$ cat src/design/unordered_set_table_unit_defines.svh
// assertion macros used by the set table rtl
// no dependencies; included by ust_back, the module that carries assertions
`ifndef UNORDERED_SET_TABLE_UNIT_DEFINES_SVH
`define UNORDERED_SET_TABLE_UNIT_DEFINES_SVH

// same-cycle implication, checked outside reset
`define UST_ASSERT_NOW(label, clk, rst_n, ante, cons, msg) \
    label: assert property (@(posedge clk) disable iff (!rst_n) (ante) |-> (cons)) \
        else $error(msg);

// next-cycle implication, checked outside reset
`define UST_ASSERT_NEXT(label, clk, rst_n, ante, cons, msg) \
    label: assert property (@(posedge clk) disable iff (!rst_n) (ante) |=> (cons)) \
        else $error(msg);

`endif

$ cat src/design/ust_pkg.sv
// shared types and constants of the set table unit
// no dependencies; imported by the front, back and top modules of the block
package ust_pkg;

    localparam int ELEM_W      = 32;
    localparam int COUNT_OUT_W = 7;

    typedef enum logic [1:0] {
        KIND_CLEAR  = 2'd0,
        KIND_INSERT = 2'd1,
        KIND_REMOVE = 2'd2,
        KIND_QUERY  = 2'd3
    } kind_t;

    typedef struct packed {
        kind_t                     kind;
        logic signed [ELEM_W-1:0]  element;
    } item_t;

    // queue head as seen by the back end
    typedef struct packed {
        logic   valid;
        item_t  item;
    } cmd_t;

endpackage

$ cat src/design/ust_ram.sv
// generic single-write, single-read ram with registered read data
// no dependencies
module ust_ram #(
    parameter int WIDTH = 32,
    parameter int DEPTH = 64
) (
    input  logic                                       clk,
    input  logic                                       we,
    input  logic [((DEPTH > 1) ? $clog2(DEPTH) : 1)-1:0] waddr,
    input  logic [WIDTH-1:0]                           wdata,
    input  logic [((DEPTH > 1) ? $clog2(DEPTH) : 1)-1:0] raddr,
    output logic [WIDTH-1:0]                           rdata
);

    logic [WIDTH-1:0] mem_reg [DEPTH];

    always_ff @(posedge clk)
    begin
        if (we)
        begin
            mem_reg[waddr] <= wdata;
        end
        rdata <= mem_reg[raddr];
    end

endmodule

$ cat src/design/ust_front.sv
// front end: takes command beats into a two-entry queue
// depends on ust_pkg
module ust_front (
    input  logic                       clk,
    input  logic                       rst_n,
    input  logic                       start,
    input  logic [1:0]                 kind,
    input  logic signed [31:0]         element,
    output logic                       busy,
    output ust_pkg::cmd_t              cmd,
    input  logic                       pop
);
    import ust_pkg::*;

    item_t       slot_reg [2];
    logic        wr_ptr_reg, wr_ptr_next;
    logic        rd_ptr_reg, rd_ptr_next;
    logic [1:0]  fill_reg, fill_next;
    logic        push;
    item_t       in_item;

    assign busy = (fill_reg == 2'd2);
    assign push = start && !busy;

    // classify the raw operation code
    always_comb
    begin
        in_item.element = element;
        unique case (kind)
            KIND_CLEAR:  in_item.kind = KIND_CLEAR;
            KIND_INSERT: in_item.kind = KIND_INSERT;
            KIND_REMOVE: in_item.kind = KIND_REMOVE;
            default:     in_item.kind = KIND_QUERY;
        endcase
    end

    assign cmd.valid = (fill_reg != 2'd0);
    assign cmd.item  = slot_reg[rd_ptr_reg];

    always_comb
    begin
        wr_ptr_next = wr_ptr_reg ^ push;
        rd_ptr_next = rd_ptr_reg ^ (pop && cmd.valid);
        fill_next   = fill_reg + {1'b0, push} - {1'b0, pop && cmd.valid};
    end

    always_ff @(posedge clk or negedge rst_n)
    begin
        if (!rst_n)
        begin
            wr_ptr_reg <= 1'b0;
            rd_ptr_reg <= 1'b0;
            fill_reg   <= 2'd0;
        end
        else
        begin
            wr_ptr_reg <= wr_ptr_next;
            rd_ptr_reg <= rd_ptr_next;
            fill_reg   <= fill_next;
        end
    end

    always_ff @(posedge clk)
    begin
        if (push)
        begin
            slot_reg[wr_ptr_reg] <= in_item;
        end
    end

endmodule

$ cat src/design/ust_back.sv
// back end: linear search over the element ram, then insert, remove, clear or query
// depends on ust_pkg, ust_ram and the assertion macro header
`include "unordered_set_table_unit_defines.svh"

module ust_back #(
    parameter int CAPACITY = 64
) (
    input  logic                clk,
    input  logic                rst_n,
    input  ust_pkg::cmd_t       cmd,
    output logic                pop,
    output logic                done,
    output logic                was_present,
    output logic [6:0]          member_count,
    output logic                is_empty,
    output logic signed [31:0]  first_element,
    output logic                select_error,
    output logic                insert_dropped
);
    import ust_pkg::*;

    localparam int IDX_W = (CAPACITY > 1) ? $clog2(CAPACITY) : 1;
    localparam int CNT_W = $clog2(CAPACITY + 1);

    typedef enum logic [2:0] {
        S_IDLE,
        S_SEARCH,
        S_ACT,
        S_MOVE,
        S_REPORT
    } state_t;

    state_t                state_reg, state_next;
    kind_t                 kind_reg, kind_next;
    logic [ELEM_W-1:0]     elem_reg, elem_next;
    logic [IDX_W-1:0]      cmp_idx_reg, cmp_idx_next;
    logic [IDX_W-1:0]      slot_reg, slot_next;
    logic                  found_reg, found_next;
    logic                  dropped_reg, dropped_next;
    logic [CNT_W-1:0]      count_reg, count_next;
    logic [ELEM_W-1:0]     first_reg, first_next;

    logic                  done_reg;
    logic                  present_out_reg;
    logic [COUNT_OUT_W-1:0] count_out_reg;
    logic                  empty_out_reg;
    logic [ELEM_W-1:0]     first_out_reg;
    logic                  dropped_out_reg;

    logic                  ram_we;
    logic [IDX_W-1:0]      ram_waddr;
    logic [ELEM_W-1:0]     ram_wdata;
    logic [IDX_W-1:0]      ram_raddr;
    logic [ELEM_W-1:0]     ram_rdata;

    logic [CNT_W-1:0]      count_m1;
    logic [31:0]           count_wide;

    ust_ram #(
        .WIDTH (ELEM_W),
        .DEPTH (CAPACITY)
    ) u_store (
        .clk   (clk),
        .we    (ram_we),
        .waddr (ram_waddr),
        .wdata (ram_wdata),
        .raddr (ram_raddr),
        .rdata (ram_rdata)
    );

    assign count_m1   = count_reg - CNT_W'(1);
    assign count_wide = 32'(count_reg);

    always_comb
    begin
        state_next   = state_reg;
        kind_next    = kind_reg;
        elem_next    = elem_reg;
        cmp_idx_next = cmp_idx_reg;
        slot_next    = slot_reg;
        found_next   = found_reg;
        dropped_next = dropped_reg;
        count_next   = count_reg;
        first_next   = first_reg;
        pop          = 1'b0;
        ram_we       = 1'b0;
        ram_waddr    = slot_reg;
        ram_wdata    = elem_reg;
        ram_raddr    = '0;

        unique case (state_reg)
            S_IDLE:
            begin
                if (cmd.valid)
                begin
                    pop          = 1'b1;
                    kind_next    = cmd.item.kind;
                    elem_next    = cmd.item.element;
                    cmp_idx_next = '0;
                    found_next   = 1'b0;
                    dropped_next = 1'b0;
                    state_next   = (count_reg == '0) ? S_ACT : S_SEARCH;
                end
            end

            // rdata holds the entry at cmp_idx; fetch the one after it
            S_SEARCH:
            begin
                ram_raddr = IDX_W'(cmp_idx_reg + IDX_W'(1));
                if (ram_rdata == elem_reg)
                begin
                    found_next = 1'b1;
                    slot_next  = cmp_idx_reg;
                    state_next = S_ACT;
                end
                else if (CNT_W'(cmp_idx_reg) == count_m1)
                begin
                    state_next = S_ACT;
                end
                else
                begin
                    cmp_idx_next = IDX_W'(cmp_idx_reg + IDX_W'(1));
                end
            end

            S_ACT:
            begin
                state_next = S_REPORT;
                unique case (kind_reg)
                    KIND_CLEAR:
                    begin
                        count_next = '0;
                    end
                    KIND_INSERT:
                    begin
                        if (!found_reg)
                        begin
                            if (count_reg < CNT_W'(CAPACITY))
                            begin
                                ram_we     = 1'b1;
                                ram_waddr  = count_reg[IDX_W-1:0];
                                ram_wdata  = elem_reg;
                                count_next = count_reg + CNT_W'(1);
                                if (count_reg == '0)
                                begin
                                    first_next = elem_reg;
                                end
                            end
                            else
                            begin
                                dropped_next = 1'b1;
                            end
                        end
                    end
                    KIND_REMOVE:
                    begin
                        if (found_reg)
                        begin
                            if (CNT_W'(slot_reg) == count_m1)
                            begin
                                count_next = count_m1;
                            end
                            else
                            begin
                                // fetch the last entry to fill the hole
                                ram_raddr  = count_m1[IDX_W-1:0];
                                state_next = S_MOVE;
                            end
                        end
                    end
                    KIND_QUERY:
                    begin
                        state_next = S_REPORT;
                    end
                endcase
            end

            S_MOVE:
            begin
                ram_we     = 1'b1;
                ram_waddr  = slot_reg;
                ram_wdata  = ram_rdata;
                count_next = count_m1;
                if (slot_reg == '0)
                begin
                    first_next = ram_rdata;
                end
                state_next = S_REPORT;
            end

            S_REPORT:
            begin
                state_next = S_IDLE;
            end

            default:
            begin
                state_next = S_IDLE;
            end
        endcase
    end

    always_ff @(posedge clk or negedge rst_n)
    begin
        if (!rst_n)
        begin
            state_reg       <= S_IDLE;
            kind_reg        <= KIND_QUERY;
            elem_reg        <= '0;
            cmp_idx_reg     <= '0;
            slot_reg        <= '0;
            found_reg       <= 1'b0;
            dropped_reg     <= 1'b0;
            count_reg       <= '0;
            first_reg       <= '0;
            done_reg        <= 1'b0;
            present_out_reg <= 1'b0;
            count_out_reg   <= '0;
            empty_out_reg   <= 1'b1;
            first_out_reg   <= '0;
            dropped_out_reg <= 1'b0;
        end
        else
        begin
            state_reg   <= state_next;
            kind_reg    <= kind_next;
            elem_reg    <= elem_next;
            cmp_idx_reg <= cmp_idx_next;
            slot_reg    <= slot_next;
            found_reg   <= found_next;
            dropped_reg <= dropped_next;
            count_reg   <= count_next;
            first_reg   <= first_next;
            done_reg    <= (state_reg == S_REPORT);
            if (state_reg == S_REPORT)
            begin
                present_out_reg <= found_reg;
                count_out_reg   <= count_wide[COUNT_OUT_W-1:0];
                empty_out_reg   <= (count_reg == '0);
                first_out_reg   <= (count_reg == '0) ? '0 : first_reg;
                dropped_out_reg <= dropped_reg;
            end
        end
    end

    assign done           = done_reg;
    assign was_present    = present_out_reg;
    assign member_count   = count_out_reg;
    assign is_empty       = empty_out_reg;
    assign first_element  = first_out_reg;
    assign select_error   = empty_out_reg;
    assign insert_dropped = dropped_out_reg;

    `UST_ASSERT_NOW(a_count_bound, clk, rst_n, 1'b1, count_reg <= CNT_W'(CAPACITY), "count above capacity")
    `UST_ASSERT_NEXT(a_done_pulse, clk, rst_n, done_reg, !done_reg, "done held for two cycles")
    `UST_ASSERT_NOW(a_search_range, clk, rst_n, state_reg == S_SEARCH, CNT_W'(cmp_idx_reg) < count_reg, "search past used slots")
    `UST_ASSERT_NOW(a_drop_full, clk, rst_n, done_reg && dropped_out_reg, count_reg == CNT_W'(CAPACITY), "insert dropped while not full")
    `UST_ASSERT_NEXT(a_move_shrinks, clk, rst_n, state_reg == S_MOVE, count_reg == $past(count_m1), "move did not shrink the set")

endmodule

$ cat src/design/unordered_set_table_unit.sv
// set of distinct 32-bit integers in an unordered table with a linear search.
// a command beat (kind, element) is taken at a clock edge with start high and
// busy low; a two-beat queue holds commands while the back end works. every
// command gives exactly one result beat, marked by done for one cycle, and the
// receiver cannot stall it. once the back end picks a command up, it searches
// the used entries (skipped when the set is empty) until a hit or the last
// entry, then acts on the table, then for a remove that hit before the last
// slot moves the last entry into the hole, then reports. the search reads the
// element ram one entry per cycle through its single read port. the result
// registers are loaded in the report state and done rises the cycle after it.
// the element ram needs no clearing after reset: only data from slots below
// the count is ever used.
// depends on ust_pkg, ust_front, ust_back

module unordered_set_table_unit #(
    parameter int CAPACITY = 64
) (
    input  logic                clk,
    input  logic                rst_n,
    // command side
    input  logic                start,
    output logic                busy,
    input  logic [1:0]          kind,
    input  logic signed [31:0]  element,
    // result side
    output logic                done,
    output logic                was_present,
    output logic [6:0]          member_count,
    output logic                is_empty,
    output logic signed [31:0]  first_element,
    output logic                select_error,
    output logic                insert_dropped
);
    import ust_pkg::*;

    // queue head handed from front to back
    cmd_t  cmd;
    logic  pop;

    // front: accepts beats and decodes the operation
    ust_front u_front (
        .clk     (clk),
        .rst_n   (rst_n),
        .start   (start),
        .kind    (kind),
        .element (element),
        .busy    (busy),
        .cmd     (cmd),
        .pop     (pop)
    );

    // back: search, update the table and report
    ust_back #(
        .CAPACITY (CAPACITY)
    ) u_back (
        .clk            (clk),
        .rst_n          (rst_n),
        .cmd            (cmd),
        .pop            (pop),
        .done           (done),
        .was_present    (was_present),
        .member_count   (member_count),
        .is_empty       (is_empty),
        .first_element  (first_element),
        .select_error   (select_error),
        .insert_dropped (insert_dropped)
    );

endmodule
$ cat config.mk
export PLATFORM = sky130hd
export DESIGN_NAME = unordered_set_table_unit
export DESIGN_NICKNAME = d
export VERILOG_FILES = /design/src/design/ust_pkg.sv /design/src/design/ust_ram.sv /design/src/design/ust_front.sv /design/src/design/ust_back.sv /design/src/design/unordered_set_table_unit.sv
export VERILOG_INCLUDE_DIRS = /design/src /design/src/design
export SDC_FILE = /design/constraint.sdc
export NUM_CORES = 2
export LEC_CHECK = 0
export ABC_AREA = 0
export BUFFER_PORTS_ARGS = -buffer_cell sky130_fd_sc_hd__clkbuf_2
export CAP_MARGIN = 20
export CORE_MARGIN = 4
export CORE_UTILIZATION = 35
export CTS_CLUSTER_DIAMETER = 30
export DETAILED_ROUTE_END_ITERATION = 8
export PLACE_DENSITY_LB_ADDON = 0.25
export SKIP_CTS_REPAIR_TIMING = 1
export SLEW_MARGIN = 20
export SYNTH_ARGS = -nofsm -noshare
export SYNTH_HDL_FRONTEND = slang
export SYNTH_HIERARCHICAL = 1
export SYNTH_SLANG_ARGS = --single-unit
$ cat constraint.sdc
create_clock -name clk -period 7.3 [get_ports clk]
set_clock_uncertainty 0.05 [all_clocks]
set_input_delay 0.73 -clock clk [delete_from_list [all_inputs] [get_ports clk]]
set_output_delay 0.73 -clock clk [all_outputs]
set_load 0.01 [all_outputs]
==> flow_summary.yaml <==
outcome:
  status: "complete, no violations"
place:
  place.gp.congestion: 0.802
  hpwl_microns: 141000
  place_area_sq_um: 93800
  io_buffers: 81
worst_setup_path:
  endpoint_kind: "flop"
  r2r_setup_slack_ns: 0.72
  rr_endpoint: "u_back/u_store/rdata[14]"
  crit_type: "reg -> reg"
  start_kind: "flop"
  crit_path_start: "u_back/count_reg[0]"
  cp.required_ns: 8.07
  arrival_ns: 7.36
  cp_max_fo: 64
  timing.rr.start: "u_back/count_reg[0]"
  reg2reg_depth: 14
pwr:
  ir_drop_v: 0.000321
  cellPowerDensity_nw_per_um2: 443
  p_leak_nw: 35.5
logic_synthesis:
  synth.distinct_cells: 75
  avgSynthCellArea_sq_um: 21.3
  seq_area_frac_synth_pct: 76.7
  synth_top_area_cell: "edfxtp_1"
  yosys_warnings: 6
  synth_top_area_share_pct: 72.0
  netlist_instances: 4139
  yosys_register_bits: 2285
  synth_ff_type: "edfxtp_1"
  synth-edff-count: 2116
  synth_nets: 4186
  netlist_area_sq_um: 88200
  yosys-top-cells-area: "edfxtp_1, mux4_2, dfrtp_1"
  synth-async-reset-ratio_pct: 6.00
job:
  maxCapViolCount: 0
clock_tree:
  clockRootBuffer: "clkbuf_16"
  cts_inserted_buffers: 436
  clock_latency_ns: 0.98
  clock_path_buffers: 4
  clk_pin_slew_ns: 0.05
  cts_tree: "built"
  cts.sinks: 2285
  h-tree-depth: 5
die:
  initial_core_util_pct: 35.1
  num_rows: 184
  die_h_microns: 510
  num_io_pins: 82
  dieArea_sq_um: 260000
  core-area_sq_um: 251000
  die_w_microns: 510
layout:
  fin_nets: 4691
  layout-drive-gt1-share_pct: 34.3
  largest_reg_flops: 2048
  design_area_sq_um: 109000
  syn_to_final_growth_pct: 23.4
  postLayoutCoreUtil_pct: 43.4
sta:
  slew_viol_final: 0
  rsz0062_at_grt: "false"
  fin_crit_sh_pct: 90.1
  max_freq_mhz: 152
  min_period_ns: 6.58
  hold_violations: 0
  setup-tns-final_ns: 0
  tightest_slew_ns: 1.18
  slew-limit-headroom_pct: 21.0
  whs_ns: 0.202
  setup_violations: 0
min_path:
  hp-class: "in -> reg"
  hold_end: "u_front/wr_ptr_reg"
  worstHoldPathCells: 4
  min_from: "start"
drt:
  postRouteWirelength_microns: 248000
  drt_pass1_iterations: 5
  routed-via-count: 45100
  antenna_left: 0
  vias_per_cell: 5.40
  drt_iter0_markers: 4589
  drc: 0
  wl_per_cell_microns: 29.6
global_routing:
  grt-ovfl-total: 0
  grt_util_all_layers_pct: 18.9
  grt_max_degree: 86
  grt_pass1_wl_microns: 349000
  grt_pass1_vias: 46100
  antenna_found_initial: 10
## synth_stat cells, types with 5 or more instances
cell and count:
edfxtp_1 2116, mux4_2 544, nand2_1 226, nor2_1 150
dfrtp_1 134, clkbuf_1 106, mux2i_1 93, o22ai_1 90
mux2_2 81, a21oi_1 72, buf_2 64, xnor2_1 47
nand3_1 45, dfxtp_1 32, mux2_4 32, o221ai_1 27
buf_1 26, buf_4 26, nor2b_1 18, nor3_1 17
inv_1 14, a22oi_1 13, nand2b_1 12, o21ai_0 12
ha_1 10, nand4_1 10, and3_1 9, buf_6 9
a311oi_1 8, xor2_1 8, nand3b_1 6, a31oi_1 5
and2_1 5
## routing by layer
| metal | GRT usage (%) | up-vias | part of all wire [%] |
|---|---|---|---|
| met5 | 0 | - | 0 |
| met4 | 6.49 | 0 | 3.2 |
| met3 | 3.27 | 409 | 6.9 |
| met2 | 30.6 | 1870 | 48 |
| met1 | 25.9 | 24500 | 41 |
| li1 | - | 18300 | - |
## worst max-delay path: stages, from the launching register on
cell      delay [ns]
dfrtp_1         0.54
inv_1           0.18
ha_1            0.31
or3b_1          0.51
xor2_1          0.43
xnor2_1         0.25
o311ai_1        0.16
nand2b_1        0.47
o22ai_4         0.89
buf_4           0.37
buf_12          0.46
mux4_2          0.60
mux4_2          0.52
o22ai_1         0.50
nor2_1          0.12
## cells in the final DEF, fill, tap and decap left out, types with 34 or more instances in the layout
master,synthesis,layout
clkinvlp_4,0,34
clkinv_2,0,57
o22ai_1,90,83
mux2_2,81,80
dlygate4sd3_1,0,35
buf_4,26,166
mux2i_1,93,93
nor2_4,0,62
inv_6,0,42
nor2_1,150,88
clkbuf_16,0,443
edfxtp_1,2116,2116
clkinv_4,0,39
nand3_1,45,45
xnor2_1,47,47
clkbuf_1,106,55
bufinv_16,0,51
clkbuf_2,0,80
clkinv_1,0,45
dfrtp_1,134,133
mux4_2,544,544
a21oi_1,72,72
nand2_1,226,225
## metrics by stage
step	worst slack, ns	total power [mW]	cells
after detailed placement	0.585	28.9	7518
after global routing	0.365	50.0	8347
final	0.719	48.2	8352
after CTS	0.608	48.7	8310
after global placement	0.630	28.8	7517
after floorplan	2.39	24.6	4139
## where the power goes
group,switching [mW],internal (mW),leakage (nW)
clock,6.66,13.0,7.08
combinational,6.76,4.12,7.27
sequential,0.629,17.0,21.2
## worst max-delay path by stage
| stage | to | slack (ns) | cells past startpoint |
|---|---|---|---|
| after CTS | u_back/u_store/rdata[14] | 0.61 | 14 |
| after global placement | u_back/u_store/rdata[25] | 0.63 | 14 |
| final | u_back/u_store/rdata[14] | 0.72 | 14 |
| after floorplan | u_back/u_store/mem_reg[48][0] | 2.39 | 8 |
| after detailed placement | u_back/u_store/rdata[14] | 0.59 | 14 |
| after global routing | u_back/u_store/rdata[14] | 0.36 | 14 |
## logic make-up (layout without fill, tap and decap cells)
logic type	count (synthesis)	count (layout)	synth area share, %
flops	2285	2285	76.7
fa+ha+maj	10	10	0.142
xor+xnor	58	58	0.630
compound gates	258	258	1.95
mux	750	750	16.5
other cells	0	6	0
buf+inv	248	1107	1.39
simple gates	530	530	2.70
## final cells by class
class	instances	area (sq um)
antenna	6	15.0
clock buffer	508	11400
clock inverter	284	3180
fill	21500	142000
inverter	14	52.6
multi-input combinational	1606	19900
sequential	2285	67600
tap	3348	4190
timing repair buffer	301	2390
Power figures use the tool's default switching activity.
